[src/hw/rtl/hpa_pkg.sv]
// Shared types for the handle pool allocator.
// No dependencies; every other file of the block uses it.
package hpa_pkg;

    typedef enum logic [1:0] {
        CMD_ALLOC   = 2'd0,
        CMD_TRY     = 2'd1,
        CMD_RELEASE = 2'd2,
        CMD_NOP     = 2'd3
    } t_cmd;

    typedef enum logic [1:0] {
        ST_OK            = 2'd0,
        ST_NONE_RELEASED = 2'd1,
        ST_NOT_IN_USE    = 2'd2,
        ST_EXHAUSTED     = 2'd3
    } t_status;

    localparam int unsigned HANDLE_W = 8;

    typedef struct packed {
        logic capture;
        logic execute;
    } t_dp_cmd;

endpackage

[src/hw/rtl/hpa_req_if.sv]
// Request channel: valid/ready with command and handle.
// Depends on hpa_pkg for the handle width.
interface hpa_req_if;
    logic                          valid;
    logic                          ready;
    logic [1:0]                    command;
    logic [hpa_pkg::HANDLE_W-1:0]  handle;

    modport source (output valid, output command, output handle, input ready);
    modport sink   (input valid, input command, input handle, output ready);
endinterface

[src/hw/rtl/hpa_rsp_if.sv]
// Response channel: valid/ready with granted handle and status.
// Depends on hpa_pkg for the handle width.
interface hpa_rsp_if;
    logic                          valid;
    logic                          ready;
    logic [hpa_pkg::HANDLE_W-1:0]  granted_handle;
    logic [1:0]                    status;

    modport source (output valid, output granted_handle, output status, input ready);
    modport sink   (input valid, input granted_handle, input status, output ready);
endinterface

[src/hw/rtl/hpa_ctrl.sv]
// Controller state machine: sequences capture, execute and result transfer.
// Depends on hpa_pkg for the datapath command struct.
module hpa_ctrl (
    input  logic             i_clk,
    input  logic             i_rst_n,
    input  logic             i_in_valid,
    output logic             o_in_ready,
    output logic             o_out_valid,
    input  logic             i_out_ready,
    output hpa_pkg::t_dp_cmd o_cmd
);

    typedef enum logic [1:0] {
        S_IDLE,
        S_EXEC,
        S_OUT
    } t_state;

    t_state r_state;
    logic   r_ready;
    logic   r_out_valid;

    always_ff @(posedge i_clk) begin
        if (!i_rst_n) begin
            r_state     <= S_IDLE;
            r_ready     <= 1'b1;
            r_out_valid <= 1'b0;
        end else begin
            unique case (r_state)
                S_IDLE: begin
                    if (i_in_valid && r_ready) begin
                        r_state <= S_EXEC;
                        r_ready <= 1'b0;
                    end
                end
                S_EXEC: begin
                    r_state     <= S_OUT;
                    r_out_valid <= 1'b1;
                end
                S_OUT: begin
                    if (i_out_ready) begin
                        r_state     <= S_IDLE;
                        r_out_valid <= 1'b0;
                        r_ready     <= 1'b1;
                    end
                end
                default: begin
                    r_state     <= S_IDLE;
                    r_ready     <= 1'b1;
                    r_out_valid <= 1'b0;
                end
            endcase
        end
    end

    assign o_in_ready    = r_ready;
    assign o_out_valid   = r_out_valid;
    assign o_cmd.capture = i_in_valid && r_ready;
    assign o_cmd.execute = (r_state == S_EXEC);

`ifndef SYNTHESIS
    a_ready_excl_valid: assert property (@(posedge i_clk) disable iff (!i_rst_n)
        !(r_ready && r_out_valid))
        else $error("ready and result valid high together");
    a_capture_to_exec: assert property (@(posedge i_clk) disable iff (!i_rst_n)
        o_cmd.capture |=> o_cmd.execute && !r_ready)
        else $error("capture not followed by execute");
    a_exec_to_out: assert property (@(posedge i_clk) disable iff (!i_rst_n)
        o_cmd.execute |=> r_out_valid && !o_cmd.execute)
        else $error("execute not followed by result");
`endif

endmodule

[src/hw/rtl/hpa_datapath.sv]
// Datapath: in-use map, release queue memory, pointers, counters, result register.
// Depends on hpa_pkg for command, status and control types.
module hpa_datapath #(
    parameter int unsigned POOL_SIZE = 256
) (
    input  logic                          i_clk,
    input  logic                          i_rst_n,
    input  hpa_pkg::t_dp_cmd              i_cmd,
    input  hpa_pkg::t_cmd                 i_command,
    input  logic [hpa_pkg::HANDLE_W-1:0]  i_handle,
    output logic [hpa_pkg::HANDLE_W-1:0]  o_granted_handle,
    output hpa_pkg::t_status              o_status
);

    localparam int unsigned MAP_DEPTH = (POOL_SIZE < 256) ? POOL_SIZE : 256;
    localparam int unsigned QAW       = $clog2(MAP_DEPTH);
    localparam int unsigned FW        = $clog2(MAP_DEPTH + 1);
    localparam int unsigned CTW       = $clog2(POOL_SIZE + 1);
    localparam int unsigned HW        = hpa_pkg::HANDLE_W;

    logic [HW-1:0]        r_queue [MAP_DEPTH];
    logic [MAP_DEPTH-1:0] r_map, n_map;
    logic [QAW-1:0]       r_head, n_head, r_tail, n_tail;
    logic [FW-1:0]        r_fill, n_fill;
    logic [CTW-1:0]       r_created, n_created;
    hpa_pkg::t_cmd        r_command;
    logic [HW-1:0]        r_handle;
    logic [HW-1:0]        r_rd_data;
    logic [HW-1:0]        r_granted, n_granted;
    hpa_pkg::t_status     r_status, n_status;
    logic                 push;
    logic [CTW+HW-1:0]    created_ext;

    assign created_ext = {{HW{1'b0}}, r_created};

    always_comb begin
        n_map     = r_map;
        n_head    = r_head;
        n_tail    = r_tail;
        n_fill    = r_fill;
        n_created = r_created;
        n_granted = '0;
        n_status  = hpa_pkg::ST_OK;
        push      = 1'b0;
        unique case (r_command)
            hpa_pkg::CMD_ALLOC, hpa_pkg::CMD_TRY: begin
                if (r_fill != '0) begin
                    n_map[r_rd_data[QAW-1:0]] = 1'b1;
                    n_head    = (r_head == QAW'(MAP_DEPTH - 1)) ? '0 : r_head + 1'b1;
                    n_fill    = r_fill - 1'b1;
                    n_granted = r_rd_data;
                end else if (r_command == hpa_pkg::CMD_TRY) begin
                    n_status = hpa_pkg::ST_NONE_RELEASED;
                end else if (r_created < CTW'(POOL_SIZE)) begin
                    if (r_created < CTW'(MAP_DEPTH)) begin
                        n_map[r_created[QAW-1:0]] = 1'b1;
                    end
                    n_created = r_created + 1'b1;
                    n_granted = created_ext[HW-1:0];
                end else begin
                    n_status = hpa_pkg::ST_EXHAUSTED;
                end
            end
            hpa_pkg::CMD_RELEASE: begin
                if (({1'b0, r_handle} < (HW+1)'(MAP_DEPTH)) && r_map[r_handle[QAW-1:0]]
                    && (r_fill < FW'(MAP_DEPTH))) begin
                    n_map[r_handle[QAW-1:0]] = 1'b0;
                    push   = 1'b1;
                    n_tail = (r_tail == QAW'(MAP_DEPTH - 1)) ? '0 : r_tail + 1'b1;
                    n_fill = r_fill + 1'b1;
                end else begin
                    n_status = hpa_pkg::ST_NOT_IN_USE;
                end
            end
            default: begin
                n_status = hpa_pkg::ST_OK;
            end
        endcase
    end

    always_ff @(posedge i_clk) begin
        if (i_cmd.capture) begin
            r_command <= i_command;
            r_handle  <= i_handle;
            r_rd_data <= r_queue[r_head];
        end
        if (i_cmd.execute) begin
            r_granted <= n_granted;
            r_status  <= n_status;
            if (push) begin
                r_queue[r_tail] <= r_handle;
            end
        end
    end

    always_ff @(posedge i_clk) begin
        if (!i_rst_n) begin
            r_map     <= '0;
            r_head    <= '0;
            r_tail    <= '0;
            r_fill    <= '0;
            r_created <= '0;
        end else if (i_cmd.execute) begin
            r_map     <= n_map;
            r_head    <= n_head;
            r_tail    <= n_tail;
            r_fill    <= n_fill;
            r_created <= n_created;
        end
    end

    assign o_granted_handle = r_granted;
    assign o_status         = r_status;

`ifndef SYNTHESIS
    a_fill_bound: assert property (@(posedge i_clk) disable iff (!i_rst_n)
        r_fill <= FW'(MAP_DEPTH))
        else $error("release queue fill out of range");
    a_created_bound: assert property (@(posedge i_clk) disable iff (!i_rst_n)
        r_created <= CTW'(POOL_SIZE))
        else $error("created count out of range");
    a_state_hold: assert property (@(posedge i_clk) disable iff (!i_rst_n)
        !i_cmd.execute |=> $stable(r_fill) && $stable(r_created) && $stable(r_map))
        else $error("pool state changed outside execute");
`endif

endmodule

[src/hw/rtl/handle_pool_allocator_top.sv]
// Handle pool allocator: the request sink and response source around the
// controller and datapath. Depends on hpa_pkg, hpa_req_if, hpa_rsp_if,
// hpa_ctrl and hpa_datapath.
//
// One command is in flight at a time. The release queue memory is read at the
// head pointer at the edge that transfers the command. The next cycle
// executes, updates the in-use map, pointers and counters, and loads the
// result register, from which the result is offered.
// Request ready drops at the transfer and returns the cycle after the result
// is transferred, so a new command is not taken before the last result is
// transferred, and a response stall holds the next command off.
// Every command gives exactly one result. The in-use map clears at reset;
// the release queue needs no clearing pass.
module handle_pool_allocator_top #(
    parameter int unsigned POOL_SIZE = 256
) (
    input  logic       i_clk,
    input  logic       i_rst_n,
    hpa_req_if.sink    i_req,
    hpa_rsp_if.source  o_rsp
);

    hpa_pkg::t_dp_cmd dp_cmd;

    hpa_ctrl u_ctrl (
        .i_clk       (i_clk),
        .i_rst_n     (i_rst_n),
        .i_in_valid  (i_req.valid),
        .o_in_ready  (i_req.ready),
        .o_out_valid (o_rsp.valid),
        .i_out_ready (o_rsp.ready),
        .o_cmd       (dp_cmd)
    );

    hpa_datapath #(
        .POOL_SIZE (POOL_SIZE)
    ) u_datapath (
        .i_clk            (i_clk),
        .i_rst_n          (i_rst_n),
        .i_cmd            (dp_cmd),
        .i_command        (hpa_pkg::t_cmd'(i_req.command)),
        .i_handle         (i_req.handle),
        .o_granted_handle (o_rsp.granted_handle),
        .o_status         (o_rsp.status)
    );

endmodule
[src/flat_wrapper.sv]
// flat-port wrapper written by rule: the top's interface ports become plain ports
module handle_pool_allocator_top_flat 
#(
    parameter int unsigned POOL_SIZE = 256
)
  (i_clk, i_rst_n, i_req_valid, i_req_command, i_req_handle, i_req_ready, o_rsp_valid, o_rsp_granted_handle, o_rsp_status, o_rsp_ready);
  hpa_req_if i_req_i ();
  hpa_rsp_if o_rsp_i ();
  input  logic i_clk;
  input  logic i_rst_n;
  input wire logic [$bits(i_req_i.valid)-1:0] i_req_valid;
  input wire logic [$bits(i_req_i.command)-1:0] i_req_command;
  input wire logic [$bits(i_req_i.handle)-1:0] i_req_handle;
  output wire logic [$bits(i_req_i.ready)-1:0] i_req_ready;
  output wire logic [$bits(o_rsp_i.valid)-1:0] o_rsp_valid;
  output wire logic [$bits(o_rsp_i.granted_handle)-1:0] o_rsp_granted_handle;
  output wire logic [$bits(o_rsp_i.status)-1:0] o_rsp_status;
  input wire logic [$bits(o_rsp_i.ready)-1:0] o_rsp_ready;
  assign i_req_i.valid = i_req_valid;
  assign i_req_i.command = i_req_command;
  assign i_req_i.handle = i_req_handle;
  assign i_req_ready = i_req_i.ready;
  assign o_rsp_valid = o_rsp_i.valid;
  assign o_rsp_granted_handle = o_rsp_i.granted_handle;
  assign o_rsp_status = o_rsp_i.status;
  assign o_rsp_i.ready = o_rsp_ready;
  handle_pool_allocator_top #(.POOL_SIZE(POOL_SIZE)) u_core (.i_clk(i_clk), .i_rst_n(i_rst_n), .i_req(i_req_i), .o_rsp(o_rsp_i));
endmodule
[config.mk]
export PLATFORM = sky130hd
export DESIGN_NAME = handle_pool_allocator_top_flat
export DESIGN_NICKNAME = d
export VERILOG_FILES = /design/src/hw/rtl/hpa_pkg.sv /design/src/hw/rtl/hpa_req_if.sv /design/src/hw/rtl/hpa_rsp_if.sv /design/src/hw/rtl/hpa_ctrl.sv /design/src/hw/rtl/hpa_datapath.sv /design/src/hw/rtl/handle_pool_allocator_top.sv /design/src/flat_wrapper.sv
export SDC_FILE = /design/constraint.sdc
export NUM_CORES = 2
export LEC_CHECK = 0
export BUFFER_PORTS_ARGS = -buffer_cell sky130_fd_sc_hd__buf_2
export CAP_MARGIN = 10
export CELL_PAD_IN_SITES_DETAIL_PLACEMENT = 0
export CELL_PAD_IN_SITES_GLOBAL_PLACEMENT = 2
export CORE_MARGIN = 2
export CORE_UTILIZATION = 35
export CTS_BUF_LIST = sky130_fd_sc_hd__clkbuf_8 sky130_fd_sc_hd__clkbuf_16
export CTS_CLUSTER_DIAMETER = 150
export DETAILED_ROUTE_END_ITERATION = 6
export PLACE_DENSITY_LB_ADDON = 0.08
export SYNTH_ARGS = -nofsm -noshare
export SYNTH_HDL_FRONTEND = slang
export SYNTH_SLANG_ARGS = --single-unit
[constraint.sdc]
create_clock -name i_clk -period 6.5 [get_ports i_clk]
set_input_delay 1.95 -clock i_clk [delete_from_list [all_inputs] [get_ports i_clk]]
set_output_delay 1.95 -clock i_clk [all_outputs]
set_load 0.02 [all_outputs]
Word-level counts from Yosys, hierarchy flattened
Memory sizes are Yosys's and may differ from the RTL's. A register that Yosys moved wholly into a read port is not among the register bits.
Cells that the tools add are included.

operators by class
  add/sub/neg operators = 5
  order comparisons = 8
  eq/ne operators = 12
  mux-type cells = 39
  bitwise operators = 8
  reductions and logical operators = 18

operators with widths
  kind                   count
  $mux W256              4
  $or A256 B256 Y256     2
  $pmux W256 S2          1
  $and A256 B256 Y256    1
  $not A256 Y256         1
  $mux W8                5
  $lt A8 B9 Y1 const B   3
  $demux W1 S8           3
  $ge A8 B1 Y1 const B   3
  $add A9 B1 Y9 const B  2
  $lt A9 B9 Y1 const B   2
  $mux W9                2
  $pmux W9 S2            1
  $add A8 B1 Y8 const B  2
  $eq A8 B8 Y1 const B   2
  $mux W1                12
  $mux W2                6
  $reduce_and A5 Y1      2
  $reduce_and A3 Y1      3
  $reduce_bool A9 Y1     1
  $sub A9 B1 Y9 const B  1
  $bmux W1 S8            1
  $ne A2 B2 Y1 const B   3
  $ne A3 B3 Y1 const B   2
  13 further kinds       25

word-level totals
  register bits after elaboration = 314
  bits in writable memories = 2048
  memories = 1

memories
  memory                     depth  width  read ports  clocked after memory_dff  write ports  RTL line            source
  u_core.u_datapath.r_queue  256    8      1           1                         1            hpa_datapath.sv:21  logic [HW-1:0] r_queue [MAP_DEPTH];

Longest topological paths before layout
  depth after elaboration = 9
  depth in mapped cells = 13

Cells and area by module
Synthesis repeated with hierarchy kept, for this count alone.

second synthesis, totals
  cell total of the unflattened synthesis = 5288
  area, all modules = 96975.5 µm²

modules (own cells, without submodules)
  module        times used  cells each  area an instance (µm²)  sequential area each (µm²)
  hpa_datapath  1           5274        96815.4                 68145.4
  hpa_ctrl      1           14          160.2                   80.1

Least setup slack after synthesis
Ideal clock, no wire load.

  path type = reg-to-reg
  from = register u_core.u_datapath.r_handle[0]
  to = memory u_core.u_datapath.r_queue[147][0] (netlist bit), enable pin
  library setup time = 0.395 ns
  data arrival time = 6.600 ns
  data required time = 6.105 ns
  setup slack = -0.495 ns
  cell stages (with the launch flop) = 13
  clock period less this slack = 6.995 ns
  cells stage by stage = edfxtp_1 > buf_4 > buf_12 > buf_6 > mux2i_1 > a22oi_1 > nand3_1 > a41o_1 > a41o_1 > a211oi_4 > nand2_1 > buf_2 > nor4_1

on the way
  cells in the longest elaborated chain, start to end = 8

ends and longest elaborated chain
  what                           RTL line            source
  start: declaration             hpa_datapath.sv:27  logic [HW-1:0] r_handle;
  start signal: assignment       hpa_datapath.sv:84  r_handle <= i_handle;
  $bmux W1 S8                    hpa_datapath.sv:65  if (({1'b0, r_handle} < (HW+1)'(MAP_DEPTH)) && r_map[r_handle[QAW-1:0]]
  $mux W1 (not written as such)  hpa_datapath.sv:65
  $logic_and A1 B1 Y1            hpa_datapath.sv:66  && (r_fill < FW'(MAP_DEPTH))) begin
  $mux W1                        hpa_datapath.sv:65
  $mux W1                        hpa_datapath.sv:45  unique case (r_command)
  $mux W1                        hpa_datapath.sv:90  if (push) begin
  $mux W1                        hpa_datapath.sv:87  if (i_cmd.execute) begin
  $mux W1 (not written as such)  hpa_datapath.sv:91  r_queue[r_tail] <= r_handle;
  end: declaration               hpa_datapath.sv:21

No other way between the ends. The select of a mux whose other input is x is not followed.

Final worst setup path
  from = register u_core.u_datapath.r_handle[3]
  to = memory u_core.u_datapath.r_queue[171][0] (netlist bit), enable pin

Same word-level chain as after synthesis.

==> results.ini <==
[outcome]
outcome = finished, final reports clean

[min_path]
hold_path.class = reg2reg

[logic_synthesis]
async_flop_share_pct = 0
yosys-top-cells-area = edfxtp_1 64%, mux4_2 17%, dfxtp_1 6.0%
syn-num-nets = 5498
synth.distinct_cells = 65
syn_area_per_cell_um2 = 17.81
synth_top_area_share_pct = 64.04
ys_ff_latch = 2370
ys_seq_area_share_pct = 70.09
yosys_warnings = 0
synth_enable_flop_cells = 2076
ys.flop_type = edfxtp_1
yosysMostFrequentCell = edfxtp_1
synthesis.area_um2 = 97340
yosysTopAreaCell = edfxtp_1
syn-instance-count = 5467
synth_common_cells = 2,076 x edfxtp_1, 727 x mux4_2, 555 x nor2_1, 314 x clkbuf_1, 294 x dfxtp_1

[clocking]
cts_tree = done
htree_levels = 5
cts-resized-gates = 0
clk_pin_slew_worst_paths_ns = 0.06
numCtsBuffers = 278
cts_hold_buf = 0
cts.path.max_buffers = 4
clkLatencyLatePin_ns = 0.89
post_cts.repair.setup_buffers = 0
clock_sinks = 2370
cts.root.buffer_cell = clkbuf_16

[layout]
multi_input_area_um2 = 28000
drive_above_1_share_pct = 26.01
fin_nets = 5579
final_cell_count_no_fill = 9468
final_core_util_pct = 40.44
area.sequential_um2 = 68250
syn_to_final_growth_pct = 14.88
nFillCells = 24770

[routing]
drc = 0
drtIter0Drc = 5944
firstDrtPassIters = 7
ant_nets = 0
vias = 55050
drt_wl_total_mm = 331.1
wl_per_cell_um = 34.97
vias_per_cell = 5.815

[worst_setup_path]
crit_type = reg2reg
required_ns = 6.98
r2r_cells = 11
startpoint_type = flop
r2r_slack_ns = 1.28
timing.rr.start = u_core.u_datapath.r_handle[3]
startpoint = u_core.u_datapath.r_handle[3]
critical_path.max_fanout = 57
rr_endpoint = u_core.u_datapath.r_queue[171][0]
endpoint = u_core.u_datapath.r_queue[171][0]
endpoint_kind = flop
cp.arrival_ns = 5.70

[job]
maxCapViolCount = 0

[pwr]
p_switching_w = 0.007034
peakVddDrop_uv = 211.4
p_int_w = 0.02560
pwr-share-comb_pct = 2.5
switching_share_pct = 21.55
power_density_nw_per_um2 = 291.9
pwr-share-clk_pct = 46.7
p_total_w = 0.03264
p_leak_nw = 33.29
power_frac_seq_pct = 50.9

[global_routing]
grt_pass1_wl_mm = 462.9
grt_usage_pct = 23.03
antenna_found_initial = 23
overflow = 0
grt_max_degree = 153
first_global_vias = 55620

[die]
io_pins = 26
die_y_um = 531.4
initial_core_util_pct = 35.21
die_area_um2 = 282300
core_um2 = 276500
rows = 193
die_w_um = 531.4

[sta]
finalSetupViolations = 0
finalHoldViolCount = 0
slew_viol_final = 0
worstMarginPinSlew_ns = 1.343
relSlewSlack_pct = 9.748
layout_min_cycle_time_ns = 5.225
fin_crit_sh_pct = 80.38
clock.fmax_mhz = 191.4
rsz0062_at_grt = false
finalWorstSetupSlack_ns = 1.275
clock_skew_ns = 0.04245

[placed_design]
pre_cts_ws_ns = 1.188
hpwl_mm = 200.2
portBuffers = 25
dp.cells = 8971
place_congestion = 0.8466

## critical path, stage by stage, from the launching register on
cell and delay (ns):
edfxtp_1 0.50, buf_4 0.61, nor2b_1 0.33, buf_4 0.24, a22oi_1 0.08, a21oi_1 0.18
o21ai_0 0.18, a41o_1 0.40, a211oi_4 0.31, buf_12 0.25, nand3_4 0.68, nor2_1 0.90
## worst min path at each step
stage | from | to | depth (start not counted)
2_1_floorplan | u_core.u_datapath.r_map[211] | u_core.u_datapath.r_map[211] | 2
3_3_place_gp | u_core.u_datapath.r_map[248] | u_core.u_datapath.r_map[248] | 2
3_5_place_dp | u_core.u_datapath.r_map[249] | u_core.u_datapath.r_map[249] | 2
4_1_cts | u_core.u_datapath.r_map[249] | u_core.u_datapath.r_map[249] | 2
5_1_grt | u_core.u_datapath.r_map[179] | u_core.u_datapath.r_map[179] | 2
6_report | u_core.u_datapath.r_map[249] | u_core.u_datapath.r_map[249] | 2
## sequential cells by signal, indices dropped and copies added, names as in the netlist
register                            cells
u_core.u_ctrl.o_out_valid               1
u_core.u_datapath.o_status              2
u_core.u_datapath.r_fill                9
u_core.u_datapath.r_created             9
u_core.u_datapath.o_granted_handle      8
u_core.u_datapath.r_command             2
u_core.u_datapath.r_map               256
u_core.u_ctrl.r_state                   2
u_core.u_datapath.r_head                8
u_core.u_ctrl.o_in_ready                1
u_core.u_datapath.r_queue            2048
u_core.u_datapath.r_tail                8
u_core.u_datapath.r_rd_data             8
u_core.u_datapath.r_handle              8
## area by class of cell
cell class,count,share of cell area (%)
clock inverter,193,1.283
clock buffer,298,6.568
sequential,2370,61.03
multi-input combinational,2648,25.04
timing repair buffer,234,1.871
tap,3705,4.146
antenna,4,0.008951
inverter,16,0.05371
## stage by stage
stage / hold slack [ns] / area [um^2] / TNS, ns
6_report: 0.4762 / 111800 / 0
5_1_grt: 0.4905 / 111800 / 0
2_1_floorplan: 0.4431 / 97810 / -124.65
3_3_place_gp: 0.4603 / 103000 / 0
3_5_place_dp: 0.4653 / 103000 / 0
4_1_cts: 0.4744 / 111800 / 0
## cells in the final DEF (no fill, tap or decap), types with 9 or more instances in the layout
| master | count |
|---|---|
| nor2b_1 | 24 |
| nor3_1 | 80 |
| xnor2_1 | 9 |
| nand3_4 | 9 |
| nor2_2 | 19 |
| a22o_1 | 17 |
| mux4_2 | 727 |
| nor2_4 | 10 |
| clkbuf_8 | 11 |
| nand2b_1 | 25 |
| nand3_1 | 52 |
| buf_12 | 29 |
| clkbuf_16 | 288 |
| o22ai_1 | 12 |
| mux2i_1 | 40 |
| ha_1 | 16 |
| edfxtp_1 | 2076 |
| nand2_1 | 96 |
| o221a_2 | 19 |
| xor2_1 | 10 |
| buf_2 | 24 |
| nor4_4 | 13 |
| clkinv_1 | 50 |
| a22oi_1 | 182 |
| bufinv_16 | 19 |
| o21ai_0 | 226 |
| and3_2 | 9 |
| a221oi_1 | 82 |
| nor3_2 | 15 |
| nor3_4 | 20 |
| buf_4 | 174 |
| a31oi_1 | 131 |
| and3_1 | 32 |
| clkinv_2 | 47 |
| nand4_1 | 22 |
| inv_1 | 69 |
| a21oi_1 | 125 |
| dfxtp_1 | 287 |
| nor2_1 | 526 |
## power groups by stage
| stage | logic [W] | registers [W] | clock network [W] |
|---|---|---|---|
| final | 0.000801 | 0.0166 | 0.0152 |
| after global routing | 0.000847 | 0.0166 | 0.0161 |
| after CTS | 0.000813 | 0.0166 | 0.0156 |
| after detailed placement | 0.000813 | 0.0169 | 0 |
| after global placement | 0.000812 | 0.0169 | 0 |
| after floorplan | 0.000264 | 0.0171 | 0 |
## kinds of logic after synthesis
logic type / Yosys count / synth area share (%)
AOI/OAI and AO/OA: 847 / 5.725
xor gates and xnor gates: 19 / 0.1710
adders and majority gates: 17 / 0.2262
buffers and inverters: 449 / 1.913
DFF: 2370 / 70.09
muxes: 767 / 17.23
and+or+nand+nor: 998 / 4.644
## layer usage
layer	track usage, %	vias to the layer above	share of wire [%]
met1	34.38	30020	46
met2	35.92	1926	46
met5	0	-	0.0039
li1	-	22690	-
met3	2.568	414	5.2
met4	5.672	2	2.4
Note: power is estimated with default switching activity, not from simulation.
